### config.mk
export PLATFORM = sky130hd
export DESIGN_NAME = vector_stream_line_projector_flat
export DESIGN_NICKNAME = d
export VERILOG_FILES = /design/src/hdl/vslp_pkg.sv /design/src/hdl/vslp_if.sv /design/src/hdl/vslp_front.sv /design/src/hdl/vslp_queue.sv /design/src/hdl/vslp_back.sv /design/src/hdl/vector_stream_line_projector.sv /design/src/flat_wrapper.sv
export VERILOG_INCLUDE_DIRS = /design/src /design/src/hdl
export SDC_FILE = /design/constraint.sdc
export NUM_CORES = 2
export LEC_CHECK = 0
export CAP_MARGIN = 5
export CORE_MARGIN = 8
export CORE_UTILIZATION = 40
export DETAILED_ROUTE_END_ITERATION = 7
export DONT_BUFFER_PORTS = 1
export PLACE_DENSITY = 0.65
export SLEW_MARGIN = 15
export SYNTH_ARGS = -nofsm -noshare
export SYNTH_HDL_FRONTEND = slang
export SYNTH_SLANG_ARGS = --single-unit
### constraint.sdc
create_clock -name clk -period 8.55 [get_ports clk]
set_clock_uncertainty 0.1 [all_clocks]
set_input_delay 0.855 -clock clk [delete_from_list [all_inputs] [get_ports clk]]
set_output_delay 0.855 -clock clk [all_outputs]
set_load 0.03 [all_outputs]
### src/hdl/vector_stream_line_projector_macros.svh
// Assertion helpers shared by the projector RTL.
`ifndef VECTOR_STREAM_LINE_PROJECTOR_MACROS_SVH
`define VECTOR_STREAM_LINE_PROJECTOR_MACROS_SVH

// Same-cycle implication, clocked on clk, off during reset.
`define VSLP_ASSERT_NOW(label, ante, cons, msg) \
    label: assert property (@(posedge clk) disable iff (!rst_n) (ante) |-> (cons)) \
        else $error(msg);

// Next-cycle implication, clocked on clk, off during reset.
`define VSLP_ASSERT_NEXT(label, ante, cons, msg) \
    label: assert property (@(posedge clk) disable iff (!rst_n) (ante) |=> (cons)) \
        else $error(msg);

`endif

### src/hdl/vslp_pkg.sv
`default_nettype none

package vslp_pkg;

    localparam int WORD_W  = 16;
    localparam int COORD_W = 20;
    localparam int SCALE_W = 32;
    localparam int COLOR_W = 16;
    localparam int PIX_W   = 16;

    localparam int SCREEN_WIDTH  = 240;
    localparam int SCREEN_HEIGHT = 135;
    localparam int NEAR_MARGIN   = 50;

    localparam logic signed [WORD_W-1:0] MARK_END  = 16'sh7FFF;
    localparam logic signed [WORD_W-1:0] MARK_BBOX = 16'sh7FFE;

    localparam logic signed [PIX_W-1:0] PREV_RESET = PIX_W'(-9999);
    localparam logic signed [PIX_W-1:0] NEAR_LO    = PIX_W'(-NEAR_MARGIN);
    localparam logic signed [PIX_W-1:0] NEAR_X_HI  = PIX_W'(SCREEN_WIDTH + NEAR_MARGIN);
    localparam logic signed [PIX_W-1:0] NEAR_Y_HI  = PIX_W'(SCREEN_HEIGHT + NEAR_MARGIN);

    // word*16 and the 20 bit bounds differ by up to 2^20
    localparam int DIFF_W     = COORD_W + 1;
    localparam int PROD_W     = DIFF_W + SCALE_W;
    localparam int PROD_SHIFT = 24;
    localparam int PIXW_W     = PROD_W - PROD_SHIFT;

    localparam int QUEUE_DEPTH = 4;
    localparam int QUEUE_PTR_W = $clog2(QUEUE_DEPTH);
    localparam int QUEUE_CNT_W = $clog2(QUEUE_DEPTH + 1);

    localparam int CFG_ADDR_W = 5;
    localparam int CFG_DATA_W = 32;
    localparam int CFG_IDX_W  = 3;

    localparam logic [CFG_IDX_W-1:0] REG_VIEW_LAT_MIN = 3'd0;
    localparam logic [CFG_IDX_W-1:0] REG_VIEW_LAT_MAX = 3'd1;
    localparam logic [CFG_IDX_W-1:0] REG_VIEW_LON_MIN = 3'd2;
    localparam logic [CFG_IDX_W-1:0] REG_VIEW_LON_MAX = 3'd3;
    localparam logic [CFG_IDX_W-1:0] REG_X_SCALE      = 3'd4;
    localparam logic [CFG_IDX_W-1:0] REG_Y_SCALE      = 3'd5;
    localparam logic [CFG_IDX_W-1:0] REG_LINE_COLOR   = 3'd6;

    typedef enum logic [1:0] {
        CMD_PAIR  = 2'd0,
        CMD_CLEAR = 2'd1,
        CMD_DONE  = 2'd2
    } cmd_kind_t;

    typedef struct packed {
        cmd_kind_t                 kind;
        logic signed [WORD_W-1:0]  lat;
        logic signed [WORD_W-1:0]  lon;
    } cmd_t;

    typedef struct packed {
        logic signed [COORD_W-1:0] lat_min;
        logic signed [COORD_W-1:0] lat_max;
        logic signed [COORD_W-1:0] lon_min;
        logic signed [COORD_W-1:0] lon_max;
        logic [SCALE_W-1:0]        x_scale;
        logic [SCALE_W-1:0]        y_scale;
        logic [COLOR_W-1:0]        line_color;
    } cfg_t;

    typedef struct packed {
        logic signed [PIX_W-1:0] x_start;
        logic signed [PIX_W-1:0] y_start;
        logic signed [PIX_W-1:0] x_end;
        logic signed [PIX_W-1:0] y_end;
        logic [COLOR_W-1:0]      color;
        logic                    map_done;
    } line_t;

endpackage

`default_nettype wire

### src/hdl/vslp_if.sv
`default_nettype none

interface vslp_word_if;
    logic                                 valid;
    logic                                 ready;
    logic signed [vslp_pkg::WORD_W-1:0]   word;

    modport source (output valid, output word, input ready);
    modport sink   (input valid, input word, output ready);
endinterface

interface vslp_line_if;
    logic                                 valid;
    logic                                 ready;
    logic signed [vslp_pkg::PIX_W-1:0]    x_start;
    logic signed [vslp_pkg::PIX_W-1:0]    y_start;
    logic signed [vslp_pkg::PIX_W-1:0]    x_end;
    logic signed [vslp_pkg::PIX_W-1:0]    y_end;
    logic [vslp_pkg::COLOR_W-1:0]         color;
    logic                                 map_done;

    modport source (output valid, output x_start, output y_start, output x_end,
                    output y_end, output color, output map_done, input ready);
    modport sink   (input valid, input x_start, input y_start, input x_end,
                    input y_end, input color, input map_done, output ready);
endinterface

`default_nettype wire

### src/hdl/vslp_front.sv
`default_nettype none

module vslp_front
(
    input  wire logic                               clk,
    input  wire logic                               rst_n,
    input  wire logic                               word_valid,
    input  wire logic signed [vslp_pkg::WORD_W-1:0] word,
    input  wire logic                               space,
    input  wire vslp_pkg::cfg_t                     cfg,
    output logic                                    push,
    output vslp_pkg::cmd_t                          cmd
);

    localparam logic [2:0] PH_LAT       = 3'd0;
    localparam logic [2:0] PH_LON       = 3'd1;
    localparam logic [2:0] PH_BBOX      = 3'd2;
    localparam logic [2:0] PH_SKIP      = 3'd3;
    localparam logic [2:0] PH_AFTER_END = 3'd4;

    logic [2:0]                        phase_reg, phase_next;
    logic [1:0]                        bbox_cnt_reg, bbox_cnt_next;
    logic signed [vslp_pkg::WORD_W-1:0] box_lo_lat_reg, box_lo_lat_next;
    logic signed [vslp_pkg::WORD_W-1:0] box_hi_lat_reg, box_hi_lat_next;
    logic signed [vslp_pkg::WORD_W-1:0] box_lo_lon_reg, box_lo_lon_next;
    logic signed [vslp_pkg::WORD_W-1:0] held_lat_reg, held_lat_next;

    logic accept;
    logic lat_path;
    logic outside;

    assign accept = word_valid && space;

    // last bbox word is the max longitude, taken straight from the input
    always_comb
    begin
        outside = ($signed({box_hi_lat_reg, 4'b0000}) < cfg.lat_min)
               || ($signed({box_lo_lat_reg, 4'b0000}) > cfg.lat_max)
               || ($signed({word, 4'b0000}) < cfg.lon_min)
               || ($signed({box_lo_lon_reg, 4'b0000}) > cfg.lon_max);
    end

    always_comb
    begin
        phase_next      = phase_reg;
        bbox_cnt_next   = bbox_cnt_reg;
        box_lo_lat_next = box_lo_lat_reg;
        box_hi_lat_next = box_hi_lat_reg;
        box_lo_lon_next = box_lo_lon_reg;
        held_lat_next   = held_lat_reg;
        push            = 1'b0;
        cmd.kind        = vslp_pkg::CMD_PAIR;
        cmd.lat         = held_lat_reg;
        cmd.lon         = word;
        lat_path        = 1'b0;

        if (accept)
        begin
            unique case (phase_reg)
                PH_LON:
                begin
                    push       = 1'b1;
                    phase_next = PH_LAT;
                end
                PH_BBOX:
                begin
                    if (bbox_cnt_reg == 2'd3)
                    begin
                        push          = 1'b1;
                        cmd.kind      = vslp_pkg::CMD_CLEAR;
                        bbox_cnt_next = 2'd0;
                        phase_next    = outside ? PH_SKIP : PH_LAT;
                    end
                    else
                    begin
                        bbox_cnt_next = bbox_cnt_reg + 2'd1;
                        if (bbox_cnt_reg == 2'd0)
                        begin
                            box_lo_lat_next = word;
                        end
                        else if (bbox_cnt_reg == 2'd1)
                        begin
                            box_hi_lat_next = word;
                        end
                        else
                        begin
                            box_lo_lon_next = word;
                        end
                    end
                end
                PH_SKIP:
                begin
                    if (word == vslp_pkg::MARK_END)
                    begin
                        phase_next = PH_LAT;
                    end
                end
                PH_AFTER_END:
                begin
                    if (word == vslp_pkg::MARK_END)
                    begin
                        push          = 1'b1;
                        cmd.kind      = vslp_pkg::CMD_DONE;
                        bbox_cnt_next = 2'd0;
                        phase_next    = PH_LAT;
                    end
                    else
                    begin
                        lat_path = 1'b1;
                    end
                end
                default:
                begin
                    lat_path = 1'b1;
                end
            endcase

            if (lat_path)
            begin
                priority if (word == vslp_pkg::MARK_END)
                begin
                    push       = 1'b1;
                    cmd.kind   = vslp_pkg::CMD_CLEAR;
                    phase_next = PH_AFTER_END;
                end
                else if (word == vslp_pkg::MARK_BBOX)
                begin
                    bbox_cnt_next = 2'd0;
                    phase_next    = PH_BBOX;
                end
                else
                begin
                    held_lat_next = word;
                    phase_next    = PH_LON;
                end
            end
        end
    end

    always_ff @(posedge clk or negedge rst_n)
    begin
        if (!rst_n)
        begin
            phase_reg    <= PH_LAT;
            bbox_cnt_reg <= 2'd0;
        end
        else
        begin
            phase_reg    <= phase_next;
            bbox_cnt_reg <= bbox_cnt_next;
        end
    end

    always_ff @(posedge clk)
    begin
        box_lo_lat_reg <= box_lo_lat_next;
        box_hi_lat_reg <= box_hi_lat_next;
        box_lo_lon_reg <= box_lo_lon_next;
        held_lat_reg   <= held_lat_next;
    end

endmodule

`default_nettype wire

### src/hdl/vslp_queue.sv
`default_nettype none
`include "vector_stream_line_projector_macros.svh"

module vslp_queue
(
    input  wire logic            clk,
    input  wire logic            rst_n,
    input  wire logic            push,
    input  wire vslp_pkg::cmd_t  push_cmd,
    output logic                 space,
    output logic                 head_valid,
    output vslp_pkg::cmd_t       head_cmd,
    input  wire logic            pop
);

    vslp_pkg::cmd_t entry_reg [vslp_pkg::QUEUE_DEPTH];

    logic [vslp_pkg::QUEUE_PTR_W-1:0] wr_ptr_reg, wr_ptr_next;
    logic [vslp_pkg::QUEUE_PTR_W-1:0] rd_ptr_reg, rd_ptr_next;
    logic [vslp_pkg::QUEUE_CNT_W-1:0] count_reg, count_next;

    assign space      = count_reg != vslp_pkg::QUEUE_CNT_W'(vslp_pkg::QUEUE_DEPTH);
    assign head_valid = count_reg != '0;
    assign head_cmd   = entry_reg[rd_ptr_reg];

    // pointers wrap on their own, depth is a power of two
    always_comb
    begin
        wr_ptr_next = push ? wr_ptr_reg + 1'b1 : wr_ptr_reg;
        rd_ptr_next = pop ? rd_ptr_reg + 1'b1 : rd_ptr_reg;
        count_next  = count_reg + vslp_pkg::QUEUE_CNT_W'(push)
                    - vslp_pkg::QUEUE_CNT_W'(pop);
    end

    always_ff @(posedge clk or negedge rst_n)
    begin
        if (!rst_n)
        begin
            wr_ptr_reg <= '0;
            rd_ptr_reg <= '0;
            count_reg  <= '0;
        end
        else
        begin
            wr_ptr_reg <= wr_ptr_next;
            rd_ptr_reg <= rd_ptr_next;
            count_reg  <= count_next;
        end
    end

    always_ff @(posedge clk)
    begin
        if (push)
        begin
            entry_reg[wr_ptr_reg] <= push_cmd;
        end
    end

    `VSLP_ASSERT_NOW(a_queue_no_overflow, push && !pop, space, "push into full queue")
    `VSLP_ASSERT_NOW(a_queue_no_underflow, pop, head_valid, "pop from empty queue")

endmodule

`default_nettype wire

### src/hdl/vslp_back.sv
`default_nettype none
`include "vector_stream_line_projector_macros.svh"

module vslp_back
(
    input  wire logic            clk,
    input  wire logic            rst_n,
    input  wire logic            head_valid,
    input  wire vslp_pkg::cmd_t  head_cmd,
    output logic                 pop,
    input  wire vslp_pkg::cfg_t  cfg,
    output logic                 line_valid,
    input  wire logic            line_ready,
    output vslp_pkg::line_t      line
);

    function automatic logic signed [vslp_pkg::PIX_W-1:0] saturate(
        input logic [vslp_pkg::PIXW_W-1:0] p,
        input logic                        neg
    );
        logic signed [vslp_pkg::PIX_W-1:0] r;
        if (neg)
        begin
            if (p > vslp_pkg::PIXW_W'(32768))
                r = 16'sh8000;
            else
                r = $signed(~p[vslp_pkg::PIX_W-1:0] + 16'd1);
        end
        else
        begin
            if (p > vslp_pkg::PIXW_W'(32767))
                r = 16'sh7FFF;
            else
                r = $signed(p[vslp_pkg::PIX_W-1:0]);
        end
        return r;
    endfunction

    function automatic logic near_screen(
        input logic signed [vslp_pkg::PIX_W-1:0] x,
        input logic signed [vslp_pkg::PIX_W-1:0] y
    );
        return (x > vslp_pkg::NEAR_LO) && (x < vslp_pkg::NEAR_X_HI)
            && (y > vslp_pkg::NEAR_LO) && (y < vslp_pkg::NEAR_Y_HI);
    endfunction

    logic advance;

    // stage 1: offsets as sign and magnitude
    logic                             s1_valid_reg;
    vslp_pkg::cmd_kind_t              s1_kind_reg;
    logic                             s1_neg_x_reg, s1_neg_y_reg;
    logic [vslp_pkg::DIFF_W-1:0]      s1_mag_x_reg, s1_mag_y_reg;
    // stage 2: products
    logic                             s2_valid_reg;
    vslp_pkg::cmd_kind_t              s2_kind_reg;
    logic                             s2_neg_x_reg, s2_neg_y_reg;
    logic [vslp_pkg::PROD_W-1:0]      s2_prod_x_reg, s2_prod_y_reg;
    // stage 3: pixel
    logic                             s3_valid_reg;
    vslp_pkg::cmd_kind_t              s3_kind_reg;
    logic signed [vslp_pkg::PIX_W-1:0] s3_x_reg, s3_y_reg;

    logic signed [vslp_pkg::PIX_W-1:0] prev_x_reg, prev_x_next;
    logic signed [vslp_pkg::PIX_W-1:0] prev_y_reg, prev_y_next;
    logic                              prev_near_reg, prev_near_next;
    logic                              seg_reg, seg_next;
    logic                              out_valid_reg, out_valid_next;
    vslp_pkg::line_t                   line_reg, line_next;

    logic [vslp_pkg::DIFF_W-1:0] lon16, lat16, lon_min21, lat_max21;
    logic [vslp_pkg::DIFF_W-1:0] dx_pos, dx_neg, dy_pos, dy_neg;
    logic                        near_cur;
    logic                        moved;

    assign advance = !out_valid_reg || line_ready;
    assign pop     = advance && head_valid;

    always_comb
    begin
        lon16     = {head_cmd.lon[vslp_pkg::WORD_W-1], head_cmd.lon, 4'b0000};
        lat16     = {head_cmd.lat[vslp_pkg::WORD_W-1], head_cmd.lat, 4'b0000};
        lon_min21 = {cfg.lon_min[vslp_pkg::COORD_W-1], cfg.lon_min};
        lat_max21 = {cfg.lat_max[vslp_pkg::COORD_W-1], cfg.lat_max};
        dx_pos    = lon16 - lon_min21;
        dx_neg    = lon_min21 - lon16;
        dy_pos    = lat_max21 - lat16;
        dy_neg    = lat16 - lat_max21;
    end

    always_ff @(posedge clk or negedge rst_n)
    begin
        if (!rst_n)
        begin
            s1_valid_reg <= 1'b0;
            s2_valid_reg <= 1'b0;
            s3_valid_reg <= 1'b0;
        end
        else if (advance)
        begin
            s1_valid_reg <= head_valid;
            s2_valid_reg <= s1_valid_reg;
            s3_valid_reg <= s2_valid_reg;
        end
    end

    always_ff @(posedge clk)
    begin
        if (advance)
        begin
            s1_kind_reg   <= head_cmd.kind;
            s1_neg_x_reg  <= dx_pos[vslp_pkg::DIFF_W-1];
            s1_neg_y_reg  <= dy_pos[vslp_pkg::DIFF_W-1];
            s1_mag_x_reg  <= dx_pos[vslp_pkg::DIFF_W-1] ? dx_neg : dx_pos;
            s1_mag_y_reg  <= dy_pos[vslp_pkg::DIFF_W-1] ? dy_neg : dy_pos;

            s2_kind_reg   <= s1_kind_reg;
            s2_neg_x_reg  <= s1_neg_x_reg;
            s2_neg_y_reg  <= s1_neg_y_reg;
            s2_prod_x_reg <= s1_mag_x_reg * cfg.x_scale;
            s2_prod_y_reg <= s1_mag_y_reg * cfg.y_scale;

            s3_kind_reg   <= s2_kind_reg;
            s3_x_reg      <= saturate(s2_prod_x_reg[vslp_pkg::PROD_W-1:vslp_pkg::PROD_SHIFT],
                                      s2_neg_x_reg);
            s3_y_reg      <= saturate(s2_prod_y_reg[vslp_pkg::PROD_W-1:vslp_pkg::PROD_SHIFT],
                                      s2_neg_y_reg);
        end
    end

    // stage 4: compare with the previous pixel and build the beat
    always_comb
    begin
        near_cur       = near_screen(s3_x_reg, s3_y_reg);
        moved          = (s3_x_reg != prev_x_reg) || (s3_y_reg != prev_y_reg);
        prev_x_next    = prev_x_reg;
        prev_y_next    = prev_y_reg;
        prev_near_next = prev_near_reg;
        seg_next       = seg_reg;
        out_valid_next = out_valid_reg;
        line_next      = line_reg;

        if (advance)
        begin
            out_valid_next     = 1'b0;
            line_next.x_start  = prev_x_reg;
            line_next.y_start  = prev_y_reg;
            line_next.x_end    = s3_x_reg;
            line_next.y_end    = s3_y_reg;
            line_next.color    = cfg.line_color;
            line_next.map_done = 1'b0;
            if (s3_valid_reg)
            begin
                unique case (s3_kind_reg)
                    vslp_pkg::CMD_PAIR:
                    begin
                        out_valid_next = seg_reg && moved && (near_cur || prev_near_reg);
                        prev_x_next    = s3_x_reg;
                        prev_y_next    = s3_y_reg;
                        prev_near_next = near_cur;
                        seg_next       = 1'b1;
                    end
                    vslp_pkg::CMD_CLEAR:
                    begin
                        seg_next = 1'b0;
                    end
                    vslp_pkg::CMD_DONE:
                    begin
                        out_valid_next = 1'b1;
                        line_next      = '0;
                        line_next.map_done = 1'b1;
                        prev_x_next    = vslp_pkg::PREV_RESET;
                        prev_y_next    = vslp_pkg::PREV_RESET;
                        prev_near_next = 1'b0;
                        seg_next       = 1'b0;
                    end
                    default:
                    begin
                        seg_next = seg_reg;
                    end
                endcase
            end
        end
    end

    always_ff @(posedge clk or negedge rst_n)
    begin
        if (!rst_n)
        begin
            prev_x_reg    <= vslp_pkg::PREV_RESET;
            prev_y_reg    <= vslp_pkg::PREV_RESET;
            prev_near_reg <= 1'b0;
            seg_reg       <= 1'b0;
            out_valid_reg <= 1'b0;
        end
        else
        begin
            prev_x_reg    <= prev_x_next;
            prev_y_reg    <= prev_y_next;
            prev_near_reg <= prev_near_next;
            seg_reg       <= seg_next;
            out_valid_reg <= out_valid_next;
        end
    end

    always_ff @(posedge clk)
    begin
        line_reg <= line_next;
    end

    assign line_valid = out_valid_reg;
    assign line       = line_reg;

    `VSLP_ASSERT_NOW(a_line_moved, out_valid_reg && !line_reg.map_done,
        (line_reg.x_start != line_reg.x_end) || (line_reg.y_start != line_reg.y_end),
        "line beat with identical ends")
    `VSLP_ASSERT_NEXT(a_done_restarts,
        advance && s3_valid_reg && (s3_kind_reg == vslp_pkg::CMD_DONE),
        !seg_reg && out_valid_reg && line_reg.map_done && (prev_x_reg == vslp_pkg::PREV_RESET),
        "end of map did not restart the line state")

endmodule

`default_nettype wire

### src/hdl/vector_stream_line_projector.sv
// Throughput: one map word per cycle, sustained; a stalled line channel backs up
// through a 4-entry command queue before the word channel drops ready.
// Path: a line or done beat shows on line_stream after the edge that accepted the
// closing word, through the queue, offset, multiply, saturate and compare stages.
// Reset (rst_n, async low): parser to expect latitude, previous pixel -9999,
// queue and pipeline empty, configuration registers to their defaults.
`default_nettype none

module vector_stream_line_projector
(
    input  wire logic                                 clk,
    input  wire logic                                 rst_n,
    vslp_word_if.sink                                 map_stream,
    vslp_line_if.source                               line_stream,
    input  wire logic                                 psel,
    input  wire logic                                 penable,
    input  wire logic                                 pwrite,
    input  wire logic [vslp_pkg::CFG_ADDR_W-1:0]      paddr,
    input  wire logic [vslp_pkg::CFG_DATA_W-1:0]      pwdata,
    output logic      [vslp_pkg::CFG_DATA_W-1:0]      prdata,
    output logic                                      pready
);

    vslp_pkg::cfg_t  cfg_reg;
    vslp_pkg::cfg_t  cfg_next;
    vslp_pkg::cmd_t  push_cmd;
    vslp_pkg::cmd_t  head_cmd;
    vslp_pkg::line_t line;

    logic                             push;
    logic                             space;
    logic                             head_valid;
    logic                             pop;
    logic                             wr_en;
    logic [vslp_pkg::CFG_IDX_W-1:0]   reg_idx;

    assign pready  = 1'b1;
    assign wr_en   = psel && penable && pwrite;
    assign reg_idx = paddr[vslp_pkg::CFG_ADDR_W-1:2];

    always_comb
    begin
        cfg_next = cfg_reg;
        if (wr_en)
        begin
            unique case (reg_idx)
                vslp_pkg::REG_VIEW_LAT_MIN: cfg_next.lat_min = pwdata[vslp_pkg::COORD_W-1:0];
                vslp_pkg::REG_VIEW_LAT_MAX: cfg_next.lat_max = pwdata[vslp_pkg::COORD_W-1:0];
                vslp_pkg::REG_VIEW_LON_MIN: cfg_next.lon_min = pwdata[vslp_pkg::COORD_W-1:0];
                vslp_pkg::REG_VIEW_LON_MAX: cfg_next.lon_max = pwdata[vslp_pkg::COORD_W-1:0];
                vslp_pkg::REG_X_SCALE:      cfg_next.x_scale = pwdata;
                vslp_pkg::REG_Y_SCALE:      cfg_next.y_scale = pwdata;
                vslp_pkg::REG_LINE_COLOR:
                    cfg_next.line_color = pwdata[vslp_pkg::COLOR_W-1:0];
                default:                    cfg_next = cfg_reg;
            endcase
        end
    end

    always_comb
    begin
        unique case (reg_idx)
            vslp_pkg::REG_VIEW_LAT_MIN:
                prdata = vslp_pkg::CFG_DATA_W'(cfg_reg.lat_min);
            vslp_pkg::REG_VIEW_LAT_MAX:
                prdata = vslp_pkg::CFG_DATA_W'(cfg_reg.lat_max);
            vslp_pkg::REG_VIEW_LON_MIN:
                prdata = vslp_pkg::CFG_DATA_W'(cfg_reg.lon_min);
            vslp_pkg::REG_VIEW_LON_MAX:
                prdata = vslp_pkg::CFG_DATA_W'(cfg_reg.lon_max);
            vslp_pkg::REG_X_SCALE:
                prdata = cfg_reg.x_scale;
            vslp_pkg::REG_Y_SCALE:
                prdata = cfg_reg.y_scale;
            vslp_pkg::REG_LINE_COLOR:
                prdata = {{(vslp_pkg::CFG_DATA_W - vslp_pkg::COLOR_W){1'b0}},
                          cfg_reg.line_color};
            default:
                prdata = '0;
        endcase
    end

    always_ff @(posedge clk or negedge rst_n)
    begin
        if (!rst_n)
        begin
            cfg_reg.lat_min    <= 20'sh80000;
            cfg_reg.lat_max    <= 20'sh7FFFF;
            cfg_reg.lon_min    <= 20'sh80000;
            cfg_reg.lon_max    <= 20'sh7FFFF;
            cfg_reg.x_scale    <= 32'h0010_0000;
            cfg_reg.y_scale    <= 32'h0010_0000;
            cfg_reg.line_color <= 16'hFFFF;
        end
        else
        begin
            cfg_reg <= cfg_next;
        end
    end

    assign map_stream.ready = space;

    vslp_front u_front
    (
        .clk        (clk),
        .rst_n      (rst_n),
        .word_valid (map_stream.valid),
        .word       (map_stream.word),
        .space      (space),
        .cfg        (cfg_reg),
        .push       (push),
        .cmd        (push_cmd)
    );

    vslp_queue u_queue
    (
        .clk        (clk),
        .rst_n      (rst_n),
        .push       (push),
        .push_cmd   (push_cmd),
        .space      (space),
        .head_valid (head_valid),
        .head_cmd   (head_cmd),
        .pop        (pop)
    );

    vslp_back u_back
    (
        .clk        (clk),
        .rst_n      (rst_n),
        .head_valid (head_valid),
        .head_cmd   (head_cmd),
        .pop        (pop),
        .cfg        (cfg_reg),
        .line_valid (line_stream.valid),
        .line_ready (line_stream.ready),
        .line       (line)
    );

    assign line_stream.x_start  = line.x_start;
    assign line_stream.y_start  = line.y_start;
    assign line_stream.x_end    = line.x_end;
    assign line_stream.y_end    = line.y_end;
    assign line_stream.color    = line.color;
    assign line_stream.map_done = line.map_done;

endmodule

`default_nettype wire
### src/flat_wrapper.sv
// flat-port wrapper written by rule: the top's interface ports become plain ports
module vector_stream_line_projector_flat 
  (clk, rst_n, psel, penable, pwrite, paddr, pwdata, prdata, pready, map_stream_valid, map_stream_word, map_stream_ready, line_stream_valid, line_stream_x_start, line_stream_y_start, line_stream_x_end, line_stream_y_end, line_stream_color, line_stream_map_done, line_stream_ready);
  vslp_word_if map_stream_i ();
  vslp_line_if line_stream_i ();
  input  wire logic clk;
  input  wire logic rst_n;
  input  wire logic psel;
  input  wire logic penable;
  input  wire logic pwrite;
  input  wire logic [vslp_pkg::CFG_ADDR_W-1:0] paddr;
  input  wire logic [vslp_pkg::CFG_DATA_W-1:0] pwdata;
  output logic      [vslp_pkg::CFG_DATA_W-1:0] prdata;
  output logic pready;
  input wire logic [$bits(map_stream_i.valid)-1:0] map_stream_valid;
  input wire logic [$bits(map_stream_i.word)-1:0] map_stream_word;
  output wire logic [$bits(map_stream_i.ready)-1:0] map_stream_ready;
  output wire logic [$bits(line_stream_i.valid)-1:0] line_stream_valid;
  output wire logic [$bits(line_stream_i.x_start)-1:0] line_stream_x_start;
  output wire logic [$bits(line_stream_i.y_start)-1:0] line_stream_y_start;
  output wire logic [$bits(line_stream_i.x_end)-1:0] line_stream_x_end;
  output wire logic [$bits(line_stream_i.y_end)-1:0] line_stream_y_end;
  output wire logic [$bits(line_stream_i.color)-1:0] line_stream_color;
  output wire logic [$bits(line_stream_i.map_done)-1:0] line_stream_map_done;
  input wire logic [$bits(line_stream_i.ready)-1:0] line_stream_ready;
  assign map_stream_i.valid = map_stream_valid;
  assign map_stream_i.word = map_stream_word;
  assign map_stream_ready = map_stream_i.ready;
  assign line_stream_valid = line_stream_i.valid;
  assign line_stream_x_start = line_stream_i.x_start;
  assign line_stream_y_start = line_stream_i.y_start;
  assign line_stream_x_end = line_stream_i.x_end;
  assign line_stream_y_end = line_stream_i.y_end;
  assign line_stream_color = line_stream_i.color;
  assign line_stream_map_done = line_stream_i.map_done;
  assign line_stream_i.ready = line_stream_ready;
  vector_stream_line_projector u_core (.clk(clk), .rst_n(rst_n), .map_stream(map_stream_i), .line_stream(line_stream_i), .psel(psel), .penable(penable), .pwrite(pwrite), .paddr(paddr), .pwdata(pwdata), .prdata(prdata), .pready(pready));
endmodule
Yosys cells after proc, flatten, opt, wreduce, memory -nomap -nowiden
Memories as Yosys holds them, arrays and structs flattened.
Cells that the tools add are included.
{"block": "word_totals", "register_bits": 545, "ram_bits": 136, "input_bits": 60, "out_inout_bits": 116, "wordCells": 186, "n_memories": 1}
{"block": "classes", "add_sub_neg": 11, "mul": 2, "n_lt_le_gt_ge": 12, "n_eq_ne": 21, "mux": 47, "bitwise": 7, "reduce_logical": 40}
{"memory": "u_core.u_queue.entry_reg", "depth": 4, "word_bits": 34, "rd": 1, "rd_clocked_by_memory_dff": 0, "write_ports": 1, "line_no": "vslp_queue.sv:16", "text": "vslp_pkg::cmd_t entry_reg [vslp_pkg::QUEUE_DEPTH];"}
{"op": "$pmux W32 S7", "count": 1}
{"op": "$mux W81", "count": 2}
{"op": "$mul A21 B32 Y53", "count": 2}
{"op": "$mux W16", "count": 6}
{"op": "$sub A20 B20 Y21", "count": 4}
{"op": "$pmux W16 S2", "count": 2}
{"op": "$gt A29 B15 Y1 const B", "count": 2}
{"op": "$gt A29 B16 Y1 const B", "count": 2}
{"op": "$gt A20 B20 Y1", "count": 2}
{"op": "$lt A20 B20 Y1", "count": 2}
{"op": "$mux W20", "count": 2}
{"op": "$add A16 B1 Y16 const B", "count": 2}
{"op": "$eq A16 B16 Y1 const B", "count": 2}
{"op": "$gt A16 B7 Y1 const B", "count": 2}
{"op": "$ne A16 B16 Y1", "count": 2}
{"op": "$not A16 Y16", "count": 2}
{"op": "$mux W2", "count": 11}
{"op": "$lt A16 B10 Y1 const B", "count": 1}
{"op": "$lt A16 B9 Y1 const B", "count": 1}
{"op": "$reduce_and A2 Y1", "count": 7}
{"op": "$eq A3 B2 Y1 const B", "count": 4}
{"op": "$eq A3 B3 Y1 const B", "count": 4}
{"op": "$mux W3", "count": 4}
{"op": "$reduce_and A4 Y1", "count": 3}
{"op": "other kinds (26)", "count": 68}

Logic depth before layout (Yosys ltp)
{"block": "logic_depth", "word_depth": 8, "mapped_depth": 27, "depth_no_buf": 25}

Hierarchy
From an unflattened synthesis, not the netlist that was laid out.
{"block": "hier_totals", "cells_unflattened": 7114, "area_unflattened_um2": 72858.6}
{"module": "vslp_back", "n_inst": 1, "cells_per_inst": 5976, "area_each_um2": 55677.1, "seq_area_each_um2": 7669.9}
{"module": "vector_stream_line_projector", "n_inst": 1, "cells_per_inst": 534, "area_each_um2": 7542.2, "seq_area_each_um2": 4076.4}
{"module": "vslp_queue", "n_inst": 1, "cells_per_inst": 213, "area_each_um2": 5351.4, "seq_area_each_um2": 4259.1}
{"module": "vslp_front", "n_inst": 1, "cells_per_inst": 391, "area_each_um2": 4287.9, "seq_area_each_um2": 2047.0}

Worst setup path before layout
Ideal clock, no wire load.
{"block": "synth_path", "path_type": "input to register", "start": "input line_stream_ready", "end": "register u_core.u_queue.count_reg[2] in the netlist's numbering", "arrival_time_ns": 9.100, "t_required_ns": 8.327, "setup_slack_ns": -0.773, "path_stages": 11, "n_path_buf": 1, "cell_sequence": "nand2b_1 > clkbuf_1 > inv_1 > nor2_1 > ha_1 > inv_1 > ha_1 > inv_1 > fa_1 > xnor2_1 > xnor2_1"}
{"block": "synth_via", "elab_chain_len": 3}
{"item": "from (decl)", "line_no": "flat_wrapper.sv:25", "text": "input wire logic [$bits(line_stream_i.ready)-1:0] line_stream_ready;"}
{"item": "$logic_or A1 B1 Y1", "line_no": "vslp_back.sv:76", "text": "assign advance = !out_valid_reg || line_ready;"}
{"item": "$logic_and A1 B1 Y1", "line_no": "vslp_back.sv:77", "text": "assign pop = advance && head_valid;"}
{"item": "via u_core.pop", "line_no": "vector_stream_line_projector.sv:33", "text": "logic pop;"}
{"item": "$sub A3 B1 Y3", "line_no": "vslp_queue.sv:32", "text": "- vslp_pkg::QUEUE_CNT_W'(pop);"}
{"item": "via u_core.u_queue.count_next (one bit)", "line_no": "vslp_queue.sv:20", "text": "logic [vslp_pkg::QUEUE_CNT_W-1:0] count_reg, count_next;"}
{"item": "to (signal assigned)", "line_no": "vslp_queue.sv:47", "text": "count_reg <= count_next;"}
{"item": "to (decl)", "line_no": "vslp_queue.sv:20"}
The timed path passes the listed nets, and every way through them passes these cells.
A chain may end at the register's enable or synchronous reset.

Worst setup path after layout
{"block": "layout_path", "start": "register u_core.cfg_reg[26] in the netlist's numbering", "end": "register u_core.u_back.s2_prod_y_reg[52] in the netlist's numbering, data pin"}
{"block": "layout_via", "elab_chain_len": 1}
{"item": "from (decl)", "line_no": "vector_stream_line_projector.sv:24", "text": "vslp_pkg::cfg_t cfg_reg;"}
{"item": "from (signal assigned)", "line_no": "vector_stream_line_projector.sv:97", "text": "cfg_reg <= cfg_next;"}
{"item": "$mul A21 B32 Y53", "line_no": "vslp_back.sv:121", "text": "s2_prod_y_reg <= s1_mag_y_reg * cfg.y_scale;"}
{"item": "to (signal assigned)", "line_no": "vslp_back.sv:121"}
{"item": "to (decl)", "line_no": "vslp_back.sv:58", "text": "logic [vslp_pkg::PROD_W-1:0] s2_prod_x_reg, s2_prod_y_reg;"}
Every way passes these cells.

==> metrics.txt <==
Vias/cell=5.333; Seq cells post-synth=633; CTS max path bufs=3; FP Rows=156; root buf cell=clkbuf_16; Nets=8,684; clock buffer count from CTS=73; # setup viols final=0; Reg2Reg Launch Point=u_core.cfg_reg[26]$_DFFE_PN0P_; First-pass DRT Iterations=5; Slew HR=11.10%; WL/cell=21.85 um; gpl congestion=0.9273; core area=180,400 sq um; crit share post-route=94.52%; CP Data Required Time=8.87 ns; Vias=50,540; die height=441.7 um; Reg2Reg Capture Point=u_core.u_back.s2_prod_y_reg[52]$_DFFE_PN_; Clk Latency, worst-skew pair=0.70 ns; FMAX=123.7 MHz; CTS tree=yes; sequential area share after synthesis=24.90%; clock sinks=633; Total GRT Usage=21.02%; post-synth cell types=84; Hold WC Path Type=in -> async; layout cells sized above 1=8.030%; Worst Reg-to-Reg Cells=21; WP data arrival=8.40 ns; RSZ-0062 raised after global routing=no; Max-Cap Viols=0; Layout area overhead=7.373%; Worst-path clk slew=0.06 ns; kind of end point of the critical path=register; M3 GR Usage=4.038%; Starting Density=40.20%; Ports=176; Detailed Route Iter0 Violations=4,320; Synth async-reset ratio=33.18%; Core Util, Final=43.16%; Post-CTS Setup Inserts=0; max FFs per register=160; number of global-route vias before repair=54,020; Area contributors post-synth=fa_1 (31%), edfxtp_1 (18%), ha_1 (8.0%), inv_1 (7.2%), and2_1 (6.9%); Final Non-Filler Cells=9,476; Syn Std Cell Area=72,500 sq um; top_reg_cell synth=edfxtp_1; DRC viols=0; I/O Buffers=0; top cell type's share of synthesized area=31.34%; EDFF count, synth=423; reg2reg setup slack=0.47 ns; yosys warns=0; DRT Wirelength=207.0 mm; synthesized net count=8,819; Die W=441.7 um; met1 Use GR=27.29%; GRT Residual Overflow=0; ANT nets after route=0; grt met2 use=33.51%; Post-Route Hold Slack=0.03840 ns; hpwl dp=161.1 mm; Synth Area per Inst=10.13 sq um; H-tree depth=3; largest net degree at the start of global routing=153; Worst Max-Slew Pin Slew=1.325 ns; first-pass GRT wire length=322.2 mm; minimum clock period=8.081 ns; critical path type=reg -> reg; CP max FO=23; full die area=195,100 sq um; Synth Instances=7,160; startpoint types=register; status=finished, final reports clean; Synth area leader=fa_1; Final Hold Viols=0; setup TNS=0 ns; GRT busiest layer=met2; placed insts=9,317; antenna violations before repair=21; fin. max-slew vios=0
[per-layer routing]
layer | wire (um) | up-vias
li1 | - | 22260
met3 | 15770 | 410
met5 | 0 | -
met4 | 12600 | 0
met2 | 94250 | 1980
met1 | 84400 | 25890
[worst max-delay path: stages, from the launching register on]
cell,delay (ns)
dfrtp_1,1.10
nand2_1,0.19
fa_1,0.58
inv_1,0.05
fa_1,0.48
fa_1,0.59
fa_1,0.43
fa_1,0.46
fa_1,0.49
inv_1,0.05
fa_1,0.47
inv_1,0.04
ha_1,0.38
nand2_1,0.07
o21ai_0,0.29
a21oi_1,0.26
o221ai_1,0.22
o21ba_2,0.22
o41ai_2,0.55
a2111oi_0,0.20
or3_1,0.41
xnor2_1,0.13
[per-stage QoR]
step	worst slack, ns	cell area (sq um)
2_1_floorplan	1.498	72500
3_3_place_gp	0.6074	75340
3_5_place_dp	0.5701	75370
4_1_cts	0.5636	77760
5_1_grt	0.07394	77820
6_report	0.4687	77840
[cells by family (layout without fill, tap and decap cells)]
family | Yosys count | after routing | synth area share [%]
AO/OA/AOI/OAI | 729 | 729 | 6.600
XOR/XNOR | 132 | 132 | 1.595
adder cells (fa/ha/maj) | 1599 | 1599 | 39.35
buffers and inverters | 1768 | 1694 | 9.194
flip-flops | 633 | 633 | 24.90
multiplexers | 210 | 210 | 3.812
other | 1 | 21 | 0.005173
AND/OR/NAND/NOR | 2088 | 2088 | 14.54
[cell usage in the layout, fill, tap and decap left out, types with 133 or more instances in the layout]
master	instances
dfrtp_1	133
and2_1	805
edfxtp_1	423
a21oi_1	169
nor2_1	139
nand2_1	836
fa_1	1135
buf_4	155
ha_1	464
o21ai_0	177
inv_1	1394
mux2_2	145
[cell usage after synthesis, drive strengths merged (134+ instances only)]
| library cell | number |
|---|---|
| and2 | 805 |
| inv | 1394 |
| fa | 1135 |
| nand2 | 837 |
| dfrtp | 134 |
| edfxtp | 423 |
| a21oi | 170 |
| clkbuf | 353 |
| ha | 464 |
| nor2 | 143 |
| mux2 | 146 |
| o21ai | 185 |
[cell type report]
class	instances	area, sq um
antenna	20	50.05
clock buffer	92	1939
clock inverter	44	402.9
fill	17070	102500
inverter	1396	5245
multi-input combinational	4759	47860
sequential	633	18050
tap	2370	2965
timing repair buffer	162	1326
[worst max path at each step]
stage | from | endpoint | slack [ns] | cells past startpoint
finish | u_core.cfg_reg[26]$_DFFE_PN0P_ | u_core.u_back.s2_prod_y_reg[52]$_DFFE_PN_ | 0.47 | 21
global route | u_core.cfg_reg[26]$_DFFE_PN0P_ | u_core.u_back.s2_prod_y_reg[52]$_DFFE_PN_ | 0.07 | 21
CTS | u_core.cfg_reg[26]$_DFFE_PN0P_ | u_core.u_back.s2_prod_y_reg[52]$_DFFE_PN_ | 0.56 | 21
detailed placement | u_core.cfg_reg[31]$_DFFE_PN0P_ | u_core.u_back.s2_prod_y_reg[52]$_DFFE_PN_ | 0.57 | 21
global placement | u_core.u_back.s1_mag_y_reg[10]$_DFFE_PN_ | u_core.u_back.s2_prod_y_reg[52]$_DFFE_PN_ | 0.61 | 24
floorplan | u_core.cfg_reg[36]$_DFFE_PN1P_ | u_core.u_back.s2_prod_y_reg[52]$_DFFE_PN_ | 1.50 | 23
[repair_timing]
| action | in CTS | in global routing |
|---|---|---|
| hold buffers | 2 | 0 |
| hold endpoints to repair | 152 | 0 |
| endpoints found under the setup margin | 0 | 0 |
| gates resized for setup | 0 | 0 |
Power is not shown: default switching activity piles up to over one toggle a cycle in this logic, so the estimate is an artifact.
